--- src/rtl/core/tlts_pkg.sv ---
// Shared types and constants for the two-level thread scheduler core.
// Holds the request and result payload structs, operation and status codes.
// No dependencies.
package tlts_pkg;

	localparam int QUEUE_DEPTH = 16;
	localparam int NUM_SEMS    = 4;
	localparam int NUM_REGS    = 4;
	localparam int NUM_LEVELS  = 2;
	localparam int PTR_W       = $clog2(QUEUE_DEPTH);
	localparam int CNT_W       = $clog2(QUEUE_DEPTH + 1);
	localparam int ADDR_W      = 4;
	localparam int DATA_W      = 32;

	localparam logic [7:0] COUNT_MAX = 8'd255;

	typedef enum logic [2:0] {
		OP_CREATE    = 3'd0,
		OP_YIELD     = 3'd1,
		OP_TERMINATE = 3'd2,
		OP_SEM_WAIT  = 3'd3,
		OP_SEM_SIG   = 3'd4
	} op_t;

	typedef enum logic [1:0] {
		ST_OK       = 2'd0,
		ST_FULL     = 2'd1,
		ST_NO_READY = 2'd2,
		ST_SHUTDOWN = 2'd3
	} status_t;

	typedef struct packed {
		logic [2:0] op;
		logic [7:0] new_tid;
		logic       new_level;
		logic [1:0] sem_id;
	} req_t;

	typedef struct packed {
		logic       running_valid;
		logic [7:0] running_id;
		logic       running_level;
		logic       switched;
		logic [1:0] status;
	} res_t;

endpackage

--- src/rtl/core/two_level_thread_scheduler_core.sv ---
// Flow: an accepted request waits in the request register until the result register
// can take its result. Throughput: one request per cycle while res_stall does not
// hold a result; the work between the two touches only queue heads, tails and counters.
// Reset: thread 0 runs at priority 1, all ready and wait queues are empty and
// every semaphore count and start register reads zero. No clearing pass is needed.
// Top level of the scheduler; depends on tlts_pkg.
module two_level_thread_scheduler_core import tlts_pkg::*; (
	input  logic              clk,
	input  logic              arst_n,
	input  logic              req_valid,
	output logic              req_stall,
	input  req_t              req_data,
	output logic              res_valid,
	input  logic              res_stall,
	output res_t              res_data,
	input  logic              psel,
	input  logic              penable,
	input  logic              pwrite,
	input  logic [ADDR_W-1:0] paddr,
	input  logic [DATA_W-1:0] pwdata,
	output logic [DATA_W-1:0] prdata,
	output logic              pready
);

	function automatic logic [PTR_W-1:0] ptr_inc(input logic [PTR_W-1:0] p);
		ptr_inc = (p == PTR_W'(QUEUE_DEPTH - 1)) ? '0 : p + 1'b1;
	endfunction

	// Request stage and result register
	logic       valid_s1;
	req_t       req_s1;
	logic       res_valid_q;
	res_t       res_q;
	logic       adv;
	logic       fire;
	logic       accept;

	// Running thread
	logic       run_valid_q;
	logic [7:0] run_id_q;
	logic       run_pri_q;

	// Ready queues, one per priority level
	logic [PTR_W-1:0] rdy_head_q [NUM_LEVELS];
	logic [PTR_W-1:0] rdy_tail_q [NUM_LEVELS];
	logic [CNT_W-1:0] rdy_cnt_q  [NUM_LEVELS];
	logic [7:0]       rdy_front  [NUM_LEVELS];
	logic [NUM_LEVELS-1:0] rdy_push;
	logic [NUM_LEVELS-1:0] rdy_pop;
	logic [7:0]       rdy_push_id;

	// Semaphores and their wait queues
	logic [7:0]       sem_start_q [NUM_REGS];
	logic [7:0]       sem_cnt_q   [NUM_SEMS];
	logic [PTR_W-1:0] wait_head_q [NUM_SEMS];
	logic [PTR_W-1:0] wait_tail_q [NUM_SEMS];
	logic [CNT_W-1:0] wait_cnt_q  [NUM_SEMS];
	logic [8:0]       wait_front  [NUM_SEMS];
	logic             wait_push;
	logic             wait_pop;
	logic [8:0]       wait_push_data;
	logic             sem_dec;
	logic             sem_inc;

	// Configuration port
	logic             cfg_wr;
	logic [1:0]       cfg_idx;

	// Next-state and result terms
	logic       run_valid_n;
	logic [7:0] run_id_n;
	logic       run_pri_n;
	logic       sw;
	status_t    st;
	logic       disp_avail;
	logic       disp_lvl;
	logic [7:0] disp_id;
	logic       sem_ok;
	logic [1:0] sid;
	logic       wlvl;

	assign pready  = 1'b1;
	assign cfg_wr  = psel && penable && pwrite;
	assign cfg_idx = paddr[3:2];
	assign prdata  = {{(DATA_W - 8){1'b0}}, sem_start_q[cfg_idx]};

	assign adv       = !res_valid_q || !res_stall;
	assign fire      = valid_s1 && adv;
	assign req_stall = valid_s1 && !adv;
	assign accept    = req_valid && !req_stall;
	assign res_valid = res_valid_q;
	assign res_data  = res_q;

	always_ff @(posedge clk or negedge arst_n) begin
		if (!arst_n) begin
			valid_s1    <= 1'b0;
			res_valid_q <= 1'b0;
		end else begin
			if (accept) begin
				valid_s1 <= 1'b1;
			end else if (adv) begin
				valid_s1 <= 1'b0;
			end
			if (adv) begin
				res_valid_q <= valid_s1;
			end
		end
	end

	always_ff @(posedge clk) begin
		if (accept) begin
			req_s1 <= req_data;
		end
		if (fire) begin
			res_q.running_valid <= run_valid_n;
			res_q.running_id    <= run_valid_n ? run_id_n : 8'd0;
			res_q.running_level <= run_valid_n ? run_pri_n : 1'b0;
			res_q.switched      <= sw;
			res_q.status        <= st;
		end
	end

	// Ready queue storage and pointers
	for (genvar l = 0; l < NUM_LEVELS; l++) begin : g_rdy
		logic [7:0] mem_q [QUEUE_DEPTH];
		logic       wr;
		logic       rd;

		assign wr           = fire && rdy_push[l];
		assign rd           = fire && rdy_pop[l];
		assign rdy_front[l] = mem_q[rdy_head_q[l]];

		always_ff @(posedge clk) begin
			if (wr) begin
				mem_q[rdy_tail_q[l]] <= rdy_push_id;
			end
		end

		always_ff @(posedge clk or negedge arst_n) begin
			if (!arst_n) begin
				rdy_head_q[l] <= '0;
				rdy_tail_q[l] <= '0;
				rdy_cnt_q[l]  <= '0;
			end else begin
				if (wr) begin
					rdy_tail_q[l] <= ptr_inc(rdy_tail_q[l]);
				end
				if (rd) begin
					rdy_head_q[l] <= ptr_inc(rdy_head_q[l]);
				end
				if (wr && !rd) begin
					rdy_cnt_q[l] <= rdy_cnt_q[l] + 1'b1;
				end else if (rd && !wr) begin
					rdy_cnt_q[l] <= rdy_cnt_q[l] - 1'b1;
				end
			end
		end
	end

	// Wait queue storage and pointers, one queue per semaphore
	for (genvar i = 0; i < NUM_SEMS; i++) begin : g_wait
		logic [8:0] mem_q [QUEUE_DEPTH];
		logic       wr;
		logic       rd;
		logic       clr;

		assign wr            = fire && wait_push && (sid == 2'(i));
		assign rd            = fire && wait_pop && (sid == 2'(i));
		assign clr           = cfg_wr && (cfg_idx == 2'(i));
		assign wait_front[i] = mem_q[wait_head_q[i]];

		always_ff @(posedge clk) begin
			if (wr) begin
				mem_q[wait_tail_q[i]] <= wait_push_data;
			end
		end

		always_ff @(posedge clk or negedge arst_n) begin
			if (!arst_n) begin
				wait_head_q[i] <= '0;
				wait_tail_q[i] <= '0;
				wait_cnt_q[i]  <= '0;
				sem_cnt_q[i]   <= '0;
			end else if (clr) begin
				wait_head_q[i] <= '0;
				wait_tail_q[i] <= '0;
				wait_cnt_q[i]  <= '0;
				sem_cnt_q[i]   <= pwdata[7:0];
			end else begin
				if (wr) begin
					wait_tail_q[i] <= ptr_inc(wait_tail_q[i]);
					wait_cnt_q[i]  <= wait_cnt_q[i] + 1'b1;
				end
				if (rd) begin
					wait_head_q[i] <= ptr_inc(wait_head_q[i]);
					wait_cnt_q[i]  <= wait_cnt_q[i] - 1'b1;
				end
				if (fire && sem_dec && (sid == 2'(i))) begin
					sem_cnt_q[i] <= sem_cnt_q[i] - 1'b1;
				end
				if (fire && sem_inc && (sid == 2'(i))) begin
					sem_cnt_q[i] <= sem_cnt_q[i] + 1'b1;
				end
			end
		end
	end

	always_ff @(posedge clk or negedge arst_n) begin
		if (!arst_n) begin
			for (int r = 0; r < NUM_REGS; r++) begin
				sem_start_q[r] <= '0;
			end
		end else if (cfg_wr) begin
			sem_start_q[cfg_idx] <= pwdata[7:0];
		end
	end

	always_ff @(posedge clk or negedge arst_n) begin
		if (!arst_n) begin
			run_valid_q <= 1'b1;
			run_id_q    <= 8'd0;
			run_pri_q   <= 1'b1;
		end else if (fire) begin
			run_valid_q <= run_valid_n;
			run_id_q    <= run_id_n;
			run_pri_q   <= run_pri_n;
		end
	end

	// The first non-empty ready queue, level 0 before level 1, supplies the next thread.
	assign disp_avail = (rdy_cnt_q[0] != '0) || (rdy_cnt_q[1] != '0);
	assign disp_lvl   = (rdy_cnt_q[0] == '0);
	assign disp_id    = disp_lvl ? rdy_front[1] : rdy_front[0];
	assign sid        = req_s1.sem_id;
	assign sem_ok     = 32'(sid) < NUM_SEMS;
	assign wlvl       = wait_front[sid][8];

	always_comb begin
		run_valid_n    = run_valid_q;
		run_id_n       = run_id_q;
		run_pri_n      = run_pri_q;
		sw             = 1'b0;
		st             = ST_OK;
		rdy_push       = '0;
		rdy_pop        = '0;
		rdy_push_id    = req_s1.new_tid;
		wait_push      = 1'b0;
		wait_pop       = 1'b0;
		wait_push_data = {run_pri_q, run_id_q};
		sem_dec        = 1'b0;
		sem_inc        = 1'b0;
		case (req_s1.op)
			OP_CREATE: begin
				if (rdy_cnt_q[req_s1.new_level] == CNT_W'(QUEUE_DEPTH)) begin
					st = ST_FULL;
				end else begin
					rdy_push[req_s1.new_level] = 1'b1;
				end
			end
			OP_YIELD: begin
				if (!run_valid_q) begin
					if (disp_avail) begin
						rdy_pop[disp_lvl] = 1'b1;
						run_valid_n       = 1'b1;
						run_id_n          = disp_id;
						run_pri_n         = disp_lvl;
						sw                = 1'b1;
					end else begin
						st = ST_NO_READY;
					end
				end else if ((rdy_cnt_q[0] != '0) || (run_pri_q && (rdy_cnt_q[1] != '0))) begin
					rdy_pop[disp_lvl] = 1'b1;
					run_id_n          = disp_id;
					run_pri_n         = disp_lvl;
					sw                = 1'b1;
					rdy_push_id       = run_id_q;
					// A pop from the same queue frees the slot the old thread needs.
					if ((rdy_cnt_q[run_pri_q] == CNT_W'(QUEUE_DEPTH)) &&
							(disp_lvl != run_pri_q)) begin
						st = ST_FULL;
					end else begin
						rdy_push[run_pri_q] = 1'b1;
					end
				end
			end
			OP_TERMINATE: begin
				if (disp_avail) begin
					rdy_pop[disp_lvl] = 1'b1;
					run_valid_n       = 1'b1;
					run_id_n          = disp_id;
					run_pri_n         = disp_lvl;
					sw                = 1'b1;
				end else begin
					run_valid_n = 1'b0;
					st          = ST_SHUTDOWN;
					sw          = run_valid_q;
				end
			end
			OP_SEM_WAIT: begin
				if (sem_ok) begin
					if (!run_valid_q) begin
						st = ST_NO_READY;
					end else if (sem_cnt_q[sid] != 8'd0) begin
						sem_dec = 1'b1;
					end else begin
						if (wait_cnt_q[sid] == CNT_W'(QUEUE_DEPTH)) begin
							st = ST_FULL;
						end else begin
							wait_push = 1'b1;
						end
						sw = 1'b1;
						if (disp_avail) begin
							rdy_pop[disp_lvl] = 1'b1;
							run_id_n          = disp_id;
							run_pri_n         = disp_lvl;
						end else begin
							run_valid_n = 1'b0;
							if (st == ST_OK) begin
								st = ST_NO_READY;
							end
						end
					end
				end
			end
			OP_SEM_SIG: begin
				if (sem_ok) begin
					if ((wait_cnt_q[sid] == '0) || (sem_cnt_q[sid] != 8'd0)) begin
						sem_inc = (sem_cnt_q[sid] != COUNT_MAX);
					end else begin
						// Mesa hand-off: the waiter becomes ready but does not preempt.
						wait_pop    = 1'b1;
						rdy_push_id = wait_front[sid][7:0];
						if (rdy_cnt_q[wlvl] == CNT_W'(QUEUE_DEPTH)) begin
							st = ST_FULL;
						end else begin
							rdy_push[wlvl] = 1'b1;
						end
					end
				end
			end
			default: begin
				st = ST_OK;
			end
		endcase
	end

endmodule

--- config.mk ---
export PLATFORM = sky130hd
export DESIGN_NAME = two_level_thread_scheduler_core
export DESIGN_NICKNAME = d
export VERILOG_FILES = /design/src/rtl/core/tlts_pkg.sv /design/src/rtl/core/two_level_thread_scheduler_core.sv
export SDC_FILE = /design/constraint.sdc
export NUM_CORES = 1
export LEC_CHECK = 0
export ABC_AREA = 1
export BUFFER_PORTS_ARGS = -buffer_cell sky130_fd_sc_hd__buf_4
export CORE_MARGIN = 3
export CORE_UTILIZATION = 45
export CTS_BUF_LIST = sky130_fd_sc_hd__clkbuf_4
export DETAILED_ROUTE_END_ITERATION = 6
export PLACE_DENSITY = 0.66
export SLEW_MARGIN = 20
export SYNTH_ARGS = -nofsm -noshare
export SYNTH_HDL_FRONTEND = slang
export SYNTH_SLANG_ARGS = --single-unit
--- constraint.sdc ---
create_clock -name clk -period 5.1 [get_ports clk]
set_clock_uncertainty 0.15 [all_clocks]
set_input_delay 1.275 -clock clk [delete_from_list [all_inputs] [get_ports clk]]
set_output_delay 1.275 -clock clk [all_outputs]
set_load 0.05 [all_outputs]
==> reports/results.txt <==
Global routing consumed, over all layers together, 21.7% of the routing resources. The tree is rooted in a clkbuf_4. By startpoint and endpoint, the worst setup path is classified as reg2reg. The number of setup buffers added after CTS is 0, and the number of levels in the clock H-tree is 5.

For this run, design rule violations remaining after detail routing come to 0. For the die outline area, the log shows 104000 sq um. STA classifies the critical path startpoint as a flop. The count of cells along the worst register-to-register path is 23, and the area of the core region is 99000 sq um.

By area the synthesized netlist is led by edfxtp_1 57%, dfrtp_1 8.4%, nand2_1 8.0%, nor2_1 5.6%, o21ai_0 4.4%. The initialized floorplan defines 115 standard-cell rows. The clock drives 1013 sinks. At the end of routability-driven placement, the weighted congestion stood at 0.883. The most prevalent standard cell on the critical path is nand2_1. In the final timing run, aggregate negative setup slack is 0 ns.

For this run, the number of Yosys warnings is 0. The flow ran to the end, and the final reports show no timing, DRC or antenna violations. Detailed-route wire length per cell: 18.7 um. Number of nets with antenna violations after detailed routing: 0. After synthesis, the largest family of logic cells by area is simple AND/OR/NAND/NOR gates. For this run, the share of the core covered by cells in the final layout is 51.2%. The total detailed-routing wirelength is 113 mm. The via count of the first global-routing pass was 31.5k; the layout overhead on the synthesized area was 12.0%. The synthesized netlist devotes 8.68% of its cell area to compound gates. Across the whole layout, storage elements account for 29700 sq um.

The logs give 1.18 ns for the clock latency of the later-clocked register in the worst-skew pair and 6.00 ns for the worst endpoint required time. The x dimension of the die is 323 um, and the pin count of the biggest net entering global routing is 75. The count of filler cells inserted in the layout was 8812; the leakage power summed over all cells was 19.9 nW. The initial utilization of the core area, before any placement, comes to 45.7%. Across the VDD grid, the largest voltage drop is 0.000265 V. The logs give 25.5% for the headroom to the max-slew limit and 0 for the final global-route overflow total.

Of all nets on the critical path, the largest fanout is 14. The netlist uses 43 different library cells. Of the total synthesized cell area, the portion taken by AND, OR, NAND and NOR gates is 18.0%. Multi-input logic area: 13800 sq um. The min-delay analysis places its worst path in the category in2reg. The number of cells on the critical path is 23, and the clock period minus worst slack is 4.70 ns. The clock-pin slew on the worst setup and hold paths came out at 0.07 ns.

The tools report the post-synthesis instance area as 45200 sq um. The share of the clock period used by the worst path was 92.1%; the mux cell area share after synthesis was 0%. The initial antenna violation count was 4.

The die boundary height is 323 um, and the synthesized instance count is 4345. The adder-cell share of the synthesized area works out to 2.54%. Counting the buffers created by CTS gives 281.

The worst setup path is captured at a flop. Portion of synthesized cell area occupied by the leading cell type: 57.0%. The signal on the critical path passes through inv_1 -> nand3_1 -> nand2_1 -> nand2_1 -> nand2_1 -> inv_1 -> nand2_1 -> nand2_1 -> nand2_1 -> nor2_1 -> nand3_1 -> nand2_1 -> nand2_1 -> inv_1 -> ha_1 -> inv_1 -> fa_1 -> a21o_1 -> a21oi_1 -> nand2_1 -> nand2_1 -> nor2_1 -> xor2_1. Summed over all instances, the cell type with the most area after synthesis is edfxtp_1. The largest single stage delay on the critical path is 0.68 ns. The first global-routing pass estimated 175 mm of wire. Number of buffers on the longest clock path: 4.

The logs give 5.60 ns for the data arrival time of the critical path and 4716 for the number of nets in the layout. Setup repair after global routing left no endpoint under its margin. Timing would allow up to 0.213 GHz.

The max-slew violation count came out at 0. In this run the power density over the cells is 471 nW/um^2. The count of endpoints failing setup in the final report is 0.

The violation count after the first detailed-routing iteration came out at 3130. 105 I/O pins were placed. The first detailed-routing pass ran for 6 iterations.

The post-route netlist has 13.2% of its cells at a drive strength greater than 1. TritonCTS built the clock tree. The synthesized netlist devotes 1.10% of its cell area to XOR and XNOR gates.

The number of vias per cell was 5.38. The critical path's top delay family is simple AND/OR/NAND/NOR gates. The logs give 32.6k for the count of vias placed by the detailed router and 0 for the number of hold violations in the final report. Proportion of synthesized chip area in sequential cells: 65.6%.

The buffer and inverter count on the worst path works out to 4. Highest-delay cell along the critical path: dfrtp_1. The number of synthesized register bits is 1013, and the instance count along the most critical hold path is 1. The slew at the pin with the worst max-slew slack is 1.11 ns, and the synthesized area per cell is 10.4 sq um. The HPWL reported at the end of detailed placement is 69.5 mm, and the max-capacitance violation count is 0. The count of buffers added on input and output ports is 53.
-- placed cells by master (no fill, tap or decap), types with 19 or more instances in the layout --
cell type	count
o21ai_1	32
clkbuf_4	420
clkinv_1	50
inv_1	219
dfrtp_1	138
nand2_1	959
nand3_1	342
ha_1	76
buf_4	126
o221ai_1	19
conb_1	25
o211ai_1	60
xor2_1	48
a21oi_1	92
nor2_1	671
o22ai_1	82
edfxtp_1	859
o21ai_0	394
inv_2	28
-- worst register-to-register path: stages (launching register included) --
cell	delay, ns
dfrtp_1	0.68
inv_1	0.39
nand3_1	0.18
nand2_1	0.08
nand2_1	0.06
nand2_1	0.06
inv_1	0.05
nand2_1	0.17
nand2_1	0.11
nand2_1	0.12
nor2_1	0.23
nand3_1	0.11
nand2_1	0.30
nand2_1	0.41
inv_1	0.16
ha_1	0.19
inv_1	0.10
fa_1	0.41
a21o_1	0.18
a21oi_1	0.16
nand2_1	0.07
nand2_1	0.06
nor2_1	0.05
xor2_1	0.13
-- stage by stage --
step	setup WS, ns	cells	cell area [sq um]	total power, mW	hold WS (ns)
6_report	0.402	6056	50600	23.8	0.145
3_5_place_dp	0.471	5573	47100	16.7	0.311
4_1_cts	0.461	6050	50600	24.0	0.00408
2_1_floorplan	0.914	4368	45300	14.6	0.284
5_1_grt	0.0783	6056	50600	25.2	0.0404
3_3_place_gp	0.430	5573	47100	16.6	0.309
-- flip-flops by register name, summed over array words and instances (netlist names), 8 cells and up --
signal	cells
g_wait.mem_q	576
sem_start_q	32
rdy_cnt_q	10
run_id_q	8
wait_tail_q	16
g_rdy.mem_q	256
res_data	13
rdy_head_q	8
rdy_tail_q	8
sem_cnt_q	32
wait_cnt_q	20
req_s1	12
wait_head_q	16
-- synth_stat cells, drive strengths merged --
cell    number
o211a        1
edfxtp     859
o21a         5
a22oi        8
nor2       681
nand3b       1
nand4       15
xor2        48
o21ai      426
clkinv      12
a31oi        4
nand2      966
conb         2
and2         2
fa          10
buf         54
o221ai      19
dfrtp      152
a21oi       93
or2          3
o21bai       5
o32ai        1
nor3         2
clkbuf     160
xnor2        9
a21o         2
nand3      344
dfstp        2
o211ai      60
inv        241
o22ai       82
ha          76
-- cell families after synthesis --
kind of cell / after synthesis
buffers and inverters: 467
xor gates and xnor gates: 57
adders and majority gates: 86
AOI/OAI and AO/OA: 706
other: 2
and+or+nand+nor: 2014
DFF: 1013
-- per-layer routing --
layer	up-vias	GRT usage (%)	share of wire, %
li1	15559	-	-
met1	15481	30.2	43
met2	1349	33.1	45
met3	205	5.09	8.5
met4	0	8.50	2.8
met5	-	0	0
-- layout make-up --
cell class                 instances  area share, %
antenna                            6         0.0296
inverter                         253           1.88
multi-input combinational       2888           27.3
clock inverter                    53          0.662
timing repair buffer             136           2.17
clock buffer                     420           6.23
tap                             1287           3.18
sequential                      1013           58.6
-- report_power, final --
part	switching, mW	leakage (nW)	internal, mW
Clock	3.27	2.10	3.99
Sequential	0.415	9.66	10.0
Combinational	4.40	8.11	1.73
Total	8.09	19.9	15.7
-- path summary, 6_finish.rpt --
kind | from | endpoint | slack, ns
worst max-delay path | wait_head_q[1] | rdy_cnt_q[9] | 0.40
worst min-delay path | req_data[7] | req_s1[7] | 0.15
worst max register to register | wait_head_q[1] | rdy_cnt_q[9] | 0.40
worst min register to register | rdy_cnt_q[4] | rdy_cnt_q[4] | 0.32
max in group asynchronous | arst_n | wait_head_q[12] | 3.37
min in group asynchronous | arst_n | valid_s1 | 0.51
-- repair_timing --
| item | in CTS | in global routing |
|---|---|---|
| gates resized for setup | 0 | 0 |
| hold buffers | 4 | 0 |
| endpoints found under the hold margin | 58 | 0 |
Power figures use the tool's default switching activity.
